===== config.mk =====
export PLATFORM = sky130hd
export DESIGN_NAME = fatw_ctrl
export DESIGN_NICKNAME = d
export VERILOG_FILES = /design/src/hdl/fatw_pkg.sv /design/src/hdl/fatw_ctrl.sv
export SDC_FILE = /design/constraint.sdc
export NUM_CORES = 1
export LEC_CHECK = 0
export BUFFER_PORTS_ARGS = -buffer_cell sky130_fd_sc_hd__buf_4
export CAP_MARGIN = 20
export CELL_PAD_IN_SITES_DETAIL_PLACEMENT = 0
export CELL_PAD_IN_SITES_GLOBAL_PLACEMENT = 1
export CORE_AREA = 8 8 45 47
export DETAILED_ROUTE_END_ITERATION = 10
export DIE_AREA = 0 0 53 55
export GPL_TIMING_DRIVEN = 0
export PLACE_DENSITY_LB_ADDON = 0.1
export SLEW_MARGIN = 10
export SYNTH_ARGS = -nofsm -noshare
export SYNTH_HDL_FRONTEND = slang
export SYNTH_SLANG_ARGS = --single-unit

===== constraint.sdc =====
create_clock -name clk -period 2 [get_ports clk]
set_clock_uncertainty 0.15 [all_clocks]
set_input_delay 0.2 -clock clk [delete_from_list [all_inputs] [get_ports clk]]
set_output_delay 0.2 -clock clk [all_outputs]
set_load 0.02 [all_outputs]

===== src/hdl/fatw_pkg.sv =====
// Package for the allocation table entry writer: beat types, controller states,
// command/status bundles and fixed constants.
// No dependencies.
`timescale 1ns / 1ps
`default_nettype none

package fatw_pkg;

    // Fixed field widths
    localparam int IDX_W      = 16;
    localparam int VAL_W      = 16;
    localparam int BADDR_W    = 13;
    localparam int BYTE_W     = 8;
    localparam int CFG_IDX_W  = 1;
    localparam int CFG_DATA_W = 16;
    // Wide enough for 2*index and index+index/2 at any index
    localparam int FULL_ADDR_W = 17;

    // Entry masks
    localparam logic [15:0] MASK_ENTRY12 = 16'h0FFF;
    localparam logic [15:0] MASK_LOW_NIB = 16'h000F;
    localparam logic [15:0] MASK_TOP_NIB = 16'hF000;
    localparam logic [15:0] MASK_BYTE    = 16'h00FF;

    // Result status codes
    localparam logic STATUS_OK     = 1'b0;
    localparam logic STATUS_REJECT = 1'b1;

    // Table layout codes
    localparam logic MODE_FAT12 = 1'b0;
    localparam logic MODE_FAT16 = 1'b1;

    // Configuration register indexes
    localparam logic [CFG_IDX_W-1:0] CFG_TABLE_MODE    = 1'b0;
    localparam logic [CFG_IDX_W-1:0] CFG_CLUSTER_COUNT = 1'b1;

    typedef struct packed {
        logic [IDX_W-1:0] cluster_index;
        logic [VAL_W-1:0] entry_value;
    } req_t;

    typedef struct packed {
        logic               status;
        logic [BADDR_W-1:0] byte_address;
        logic [BYTE_W-1:0]  low_byte;
        logic [BYTE_W-1:0]  high_byte;
    } rsp_t;

    typedef enum logic [1:0] {
        ST_CLEAR,
        ST_IDLE,
        ST_MERGE
    } state_t;

    // Controller to datapath
    typedef struct packed {
        logic clear_en;   // zero one row of both banks
        logic accept;     // take a request beat, issue bank reads
        logic merge;      // merge read bytes, write back, load result
    } cmd_t;

    // Datapath to controller
    typedef struct packed {
        logic clear_done; // last row is being cleared
        logic out_free;   // result register can take a new beat
    } sts_t;

endpackage

`default_nettype wire


===== src/hdl/fatw_ctrl.sv =====
// Controller for the allocation table entry writer: clear, idle and merge states.
// Depends on fatw_pkg.
`timescale 1ns / 1ps
`default_nettype none

module fatw_ctrl (
    input  wire logic         clk,
    input  wire logic         rst_n,
    input  wire logic         req_valid,
    output logic              req_ready,
    input  wire fatw_pkg::sts_t sts,
    output fatw_pkg::cmd_t    cmd
);

    fatw_pkg::state_t state_reg;
    fatw_pkg::state_t state_next;

    // State register
    always_ff @(posedge clk or negedge rst_n)
    begin
        if (!rst_n)
        begin
            state_reg <= fatw_pkg::ST_CLEAR;
        end
        else
        begin
            state_reg <= state_next;
        end
    end

    // Next state
    always_comb
    begin
        state_next = state_reg;
        case (state_reg)
            fatw_pkg::ST_CLEAR:
            begin
                if (sts.clear_done)
                begin
                    state_next = fatw_pkg::ST_IDLE;
                end
            end
            fatw_pkg::ST_IDLE:
            begin
                if (req_valid)
                begin
                    state_next = fatw_pkg::ST_MERGE;
                end
            end
            fatw_pkg::ST_MERGE:
            begin
                if (sts.out_free)
                begin
                    state_next = fatw_pkg::ST_IDLE;
                end
            end
            default:
            begin
                state_next = fatw_pkg::ST_CLEAR;
            end
        endcase
    end

    // Outputs
    always_comb
    begin
        cmd       = '0;
        req_ready = 1'b0;
        case (state_reg)
            fatw_pkg::ST_CLEAR:
            begin
                cmd.clear_en = 1'b1;
            end
            fatw_pkg::ST_IDLE:
            begin
                req_ready  = 1'b1;
                cmd.accept = req_valid;
            end
            fatw_pkg::ST_MERGE:
            begin
                cmd.merge = sts.out_free;
            end
            default:
            begin
                cmd = '0;
            end
        endcase
    end

endmodule

`default_nettype wire


==> flow_metrics.py, run 1 <==
metrics = {
    "cts": {
        "cts_buffers": 3,
        "cts_sinks": 2,
        "cts_setup_buffers": 0,
        "clk_pin_slew_worst_paths_ns": 0.03,
        "cts_tree": "done",
        "holdBufCountCts": 1,
        "root_buffer": "clkbuf_4",
        "cts_buffer_depth": 2,
        "cts_htree_levels": 1,
        "clk_latency_ns": 0.22,
        "cts_resized": 0,
    },
    "timing": {
        "setup_viol": 0,
        "slew_viol_final": 0,
        "fin_crit_sh_pct": 69.61,
        "rsz0062_at_grt": "no",
        "clock.fmax_ghz": 0.7183,
        "tns_ns": 0,
        "min_period_ns": 1.392,
        "slew_headroom_pct": 87.87,
        "finalHoldViolCount": 0,
        "tightestPinTransition_ns": 0.1819,
    },
    "placed_design": {
        "place_congestion": 0.5862,
        "numPortBuffers": 8,
        "placedInstanceArea_sq_um": 195.2,
        "dp_cells": 36,
    },
    "run_status": {
        "status": "completed",
    },
    "floorplan": {
        "fp.dieW_um": 53,
        "die_area_sq_um": 2915,
        "dieHeight_um": 55,
        "io_pins": 9,
        "num_rows": 14,
        "core_sq_um": 1384,
        "start_util_pct": 8.318,
    },
    "global_routing": {
        "grt_overflow_total": 0,
        "grt_pass1_vias": 158,
        "grt_pass1_wl_um": 586,
        "track_usage_pct": 3.116,
        "grt_start_max_net_pins": 7,
        "antenna_found_initial": 0,
    },
    "final_layout": {
        "layout-drive-gt1-share_pct": 50.00,
        "finalNetCount": 31,
        "multiInputGateArea_sq_um": 61.31,
        "num_antenna_cells": 0,
        "area.sequential_sq_um": 50.05,
        "largest_reg_flops": 2,
        "layout.cells.non_filler": 40,
        "area_delta_synth_final_pct": 97.83,
        "final_common_cell": "buf_4",
        "final_cell_mix": "buf_4 (8), clkbuf_4 (3), nor2_1 (2), dfrtp_1 (2)",
        "finalInstanceArea_sq_um": 227.7,
        "fillers": 175,
    },
    "power_and_ir_drop": {
        "vdd_drop_max_mv": 0.3621,
        "p_per_area_nw_per_um2": 1507,
        "p_leak_nw": 0.1150,
    },
    "setup_path": {
        "path_delay_family": "flip-flops",
        "path_class": "reg2out",
        "critPathBufInv": 1,
        "cp_max_fo": 6,
        "r2r_cells": 2,
        "cp_slowest_cell": "dfrtp_1",
        "worstSetupStartpointType": "flop",
        "cp.depth": 2,
        "r2r-start": "state_reg[1]",
        "cp_cell_sequence": "and2b_2 -> buf_4",
        "critical_path.max_stage_delay_ns": 0.42,
        "crit_path_end_kind": "output pin",
        "required_ns": 1.65,
        "setup.worst_path.start": "state_reg[1]",
        "cp.arrival_ns": 1.04,
    },
    "synth": {
        "ys_types": 10,
        "synth_area_per_cell_sq_um": 9.593,
        "yosysWarnings": 0,
        "ys_ff_latch": 2,
        "syn_inst": 12,
        "syn_area_sq_um": 115.1,
        "seq_area_frac_synth_pct": 43.48,
        "synth_nets": 17,
    },
    "drt": {
        "wl_per_cell_um": 9.450,
        "wl_um": 378,
        "antenna_left": 0,
        "dr_total_vias": 123,
        "viasPerCell": 3.075,
        "drt_first_pass_iters": 1,
        "drc_errors": 0,
        "drt_iter0_drc": 0,
    },
    "min_path": {
        "hold_depth": 3,
        "hp-class": "in2reg",
        "hp-start": "req_valid",
    },
    "flow_run": {
        "drv_cap": 0,
    },
}
[area by class of cell]
class,instances,area share [%]
Clock buffer,3,9.890
Sequential cell,2,21.98
Multi-Input combinational cell,9,26.92
Inverter,1,1.648
Timing Repair Buffer,9,30.77
Tap cell,16,8.791
[per-stage QoR]
stage | hold WS, ns | setup WS (ns) | utilization, % | power (mW)
final | 0.1170 | 0.6078 | 16.46 | 0.3431
after CTS | 0.1047 | 0.5874 | 16.46 | 0.3563
after detailed placement | -0.1665 | 0.8324 | 14.10 | 0.2596
after global placement | -0.1677 | 0.8236 | 14.10 | 0.2607
after floorplan | -0.2456 | 0.8355 | - | 0.1797
after global routing | 0.1170 | 0.5446 | 16.46 | 0.3756
[tightest hold or removal path, cell delays in order]
cell and delay, ns:
buf_4 0.08, inv_1 0.03, o2bb2ai_1 0.12
[final timing paths]
path | to | slack, ns
hold reg to reg | state_reg[0] | 0.41
max in group asynchronous | state_reg[0] | 1.47
hold / removal | state_reg[0] | 0.12
min in group asynchronous | state_reg[1] | 0.14
setup / recovery | req_ready | 0.61
setup reg to reg | state_reg[1] | 0.87
[cell families after synthesis]
logic type,after synthesis,share of synthesized area [%]
compound gates,1,7.610
buf+inv,1,3.258
simple gates,7,36.96
mux,1,8.696
flops,2,43.48
[where the power goes]
part / internal, mW / switching (mW) / leakage [nW]
combinational: 0.0841 / 0.0830 / 0.0760
clock: 0.0661 / 0.0218 / 0.0138
sequential: 0.0597 / 0.0284 / 0.0252
total: 0.210 / 0.133 / 0.115
[synthesized netlist by cell type]
library cell,count,share of area (%)
o2bb2ai_1,1,7.6
dfrtp_1,2,43
nor2_1,2,6.5
and3b_1,1,7.6
mux2i_1,1,8.7
nand2_1,1,3.3
and2b_2,1,7.6
nor3b_1,1,6.5
inv_1,1,3.3
or2_1,1,5.4
[per-layer routing]
layer / track usage [%] / up-vias / routed length [um]
li1: - / 66 / -
met3: 2.406 / 0 / 50
met5: 0 / - / 0
met4: 5.172 / 0 / 0
met2: 4.688 / 4 / 206
met1: 1.826 / 53 / 122
Power figures use the tool's default switching activity.
==> run 2, diff against run 1 <==
==> constraint.sdc (replaced) <==
create_clock -name clk -period 1.2 [get_ports clk]
set_clock_uncertainty 0.15 [all_clocks]
set_input_delay 0.12 -clock clk [delete_from_list [all_inputs] [get_ports clk]]
set_output_delay 0.12 -clock clk [all_outputs]
set_load 0.02 [all_outputs]
==> run 2 against run 1 <==
The flow now finishes with violations (setup timing). Flip-flop and latch count did not move. Utilization rose by 1.7 points. Total power rose by 88%. Clock-buffer cell count did not move. Non-clock buffer count rose by 2. Via count rose by 8.1%. Worst setup slack got worse by 0.69 ns. Register-to-register slack got worse by 0.84 ns. Global-route usage fell by 0.055 points. Die area did not move. Worst hold slack got worse by 0.080 ns. Design area rose by 10%. Largest cell class unchanged.
==> flow_metrics.py, run 2 (same netlist as run 1, synthesis figures left out) <==
metrics = {
    "setup_path": {
        "r2r_cells": 3,
        "cp_cell_sequence": "and3b_2 -> buf_6",
        "cp_max_fo": 5,
        "crit_path_end_kind": "output pin",
        "r2r_end": "state_reg[0]",
        "critical_path.max_stage_delay_ns": 0.41,
        "r2r-start": "state_reg[1]",
        "cp.arrival_ns": 1.01,
        "path_class": "reg2out",
        "required_ns": 0.93,
        "worstSetupStartpointType": "flop",
        "cp_slowest_cell": "dfrtp_1",
        "ff2ff_setup_slack_ns": 0.03,
    },
    "final_layout": {
        "largest_reg_flops": 2,
        "num_antenna_cells": 0,
        "final_cell_mix": "buf_4 (8), clkbuf_4 (3), nor2_1 (2), buf_6 (2), dfrtp_1 (2)",
        "area_delta_synth_final_pct": 118.5,
        "finalNetCount": 33,
        "layout-drive-gt1-share_pct": 57.69,
        "final_common_cell": "buf_4",
    },
    "placed_design": {
        "place_congestion": 0.5862,
        "numPortBuffers": 8,
    },
    "cts": {
        "cts_buffer_depth": 2,
        "cts_buffers": 3,
        "clk_pin_slew_worst_paths_ns": 0.03,
        "cts_tree": "done",
        "clk_latency_ns": 0.22,
        "cts_htree_levels": 1,
        "cts_sinks": 2,
        "root_buffer": "clkbuf_4",
    },
    "timing": {
        "slew_headroom_pct": 88.58,
        "slew_viol_final": 0,
        "clock.fmax_ghz": 0.7808,
        "tns_ns": -0.1460,
        "rsz0062_at_grt": "yes",
        "finalHoldViolCount": 0,
        "min_period_ns": 1.281,
        "fin_ws_ns": -0.08080,
        "fin_crit_sh_pct": 106.7,
        "setup_viol": 2,
        "tightestPinTransition_ns": 0.1714,
    },
    "power_and_ir_drop": {
        "p_per_area_nw_per_um2": 2570,
        "vdd_drop_max_mv": 0.6233,
        "fin_total_pwr_mw": 0.6463,
        "p_leak_nw": 0.1266,
    },
    "floorplan": {
        "num_rows": 14,
        "core_sq_um": 1384,
        "dieHeight_um": 55,
        "die_area_sq_um": 2915,
        "io_pins": 9,
        "fp.dieW_um": 53,
        "start_util_pct": 8.318,
    },
    "drt": {
        "wl_per_cell_um": 9.381,
        "wl_met2_um": 215,
        "viasPerCell": 3.167,
        "wirelength_met1_um": 131,
        "wl_met3_um": 48,
        "antenna_left": 0,
        "drt_iter0_drc": 0,
        "drc_errors": 0,
        "wl_um": 394,
        "drt_first_pass_iters": 1,
        "top_layer": "met3",
        "dr_total_vias": 133,
    },
    "global_routing": {
        "antenna_found_initial": 0,
        "grt_overflow_total": 0,
        "grt_pass1_vias": 156,
        "grt_pass1_wl_um": 572,
        "track_usage_pct": 3.062,
        "grt_start_max_net_pins": 7,
    },
    "flow_run": {
        "drv_cap": 0,
    },
    "min_path": {
        "hold_depth": 3,
        "worstHoldEndpoint": "state_reg[0]",
        "hp-class": "in2reg",
        "hp-start": "req_valid",
    },
    "run_status": {
        "status": "complete, but fails checks",
        "violations": "setup timing",
    },
}
-- run 2: cell count changes in the layout (fill, tap and decap cells not counted), sizes merged --
cell,change
buf,+2
-- run 2: worst max-delay path by stage --
stage / start / end / slack [ns] / depth (start not counted)
floorplan: state_reg[0] / state_reg[1] / 0.04 / 2
global placement: state_reg[0] / state_reg[1] / 0.06 / 2
detailed placement: state_reg[1] / state_reg[1] / 0.06 / 2
CTS: state_reg[1] / cmd[1] / -0.11 / 2
global route: state_reg[1] / cmd[1] / -0.13 / 2
finish: state_reg[1] / cmd[1] / -0.08 / 2
-- run 2: timing repair --
action,CTS,global route
pin swaps,2,2
resized for setup,2,1
endpoints found under the setup margin,4,6
hold buffers,1,0
cloned,0,0
setup buffers,2,0
hold endpoints to repair,2,0
-- run 2: worst max-delay path, delay by kind of cell, from the launching register on --
family                 cells  cell delay (ns)
buffers and inverters      1             0.11
flip-flops                 1             0.41
AND/OR/NAND/NOR            1             0.26
-- run 2: layer usage --
metal,global-route usage (%),vias to the layer above
li1,-,69
met1,1.674,60
met2,4.688,4
met3,2.406,0
met4,5.172,0
met5,0,-
-- run 2: report_power, final --
group	switching, mW	internal [mW]
clock	0.0363	0.110
combinational	0.158	0.199
sequential	0.0430	0.0996
-- run 2: final cells by class --
| cell class | count | area [sq um] |
|---|---|---|
| multi-input cells | 9 | 62.56 |
| inverters | 1 | 3.754 |
| flip-flops and latches | 2 | 50.05 |
| well taps | 16 | 20.02 |
| fillers | 176 | 1132 |
| clock buffers | 3 | 22.52 |
| repair buffers | 11 | 92.59 |
-- run 2: per-stage QoR --
stage | util (%) | instances | cell area (sq um) | hold WS [ns] | setup slack [ns]
2_1_floorplan | - | 12 | 115.1 | -0.3256 | 0.03551
3_3_place_gp | 14.10 | 36 | 195.2 | -0.2477 | 0.06109
3_5_place_dp | 14.10 | 36 | 195.2 | -0.2465 | 0.06485
4_1_cts | 18.08 | 42 | 250.2 | 0.02474 | -0.1061
5_1_grt | 18.17 | 42 | 251.5 | 0.03694 | -0.1334
6_report | 18.17 | 42 | 251.5 | 0.03711 | -0.08080
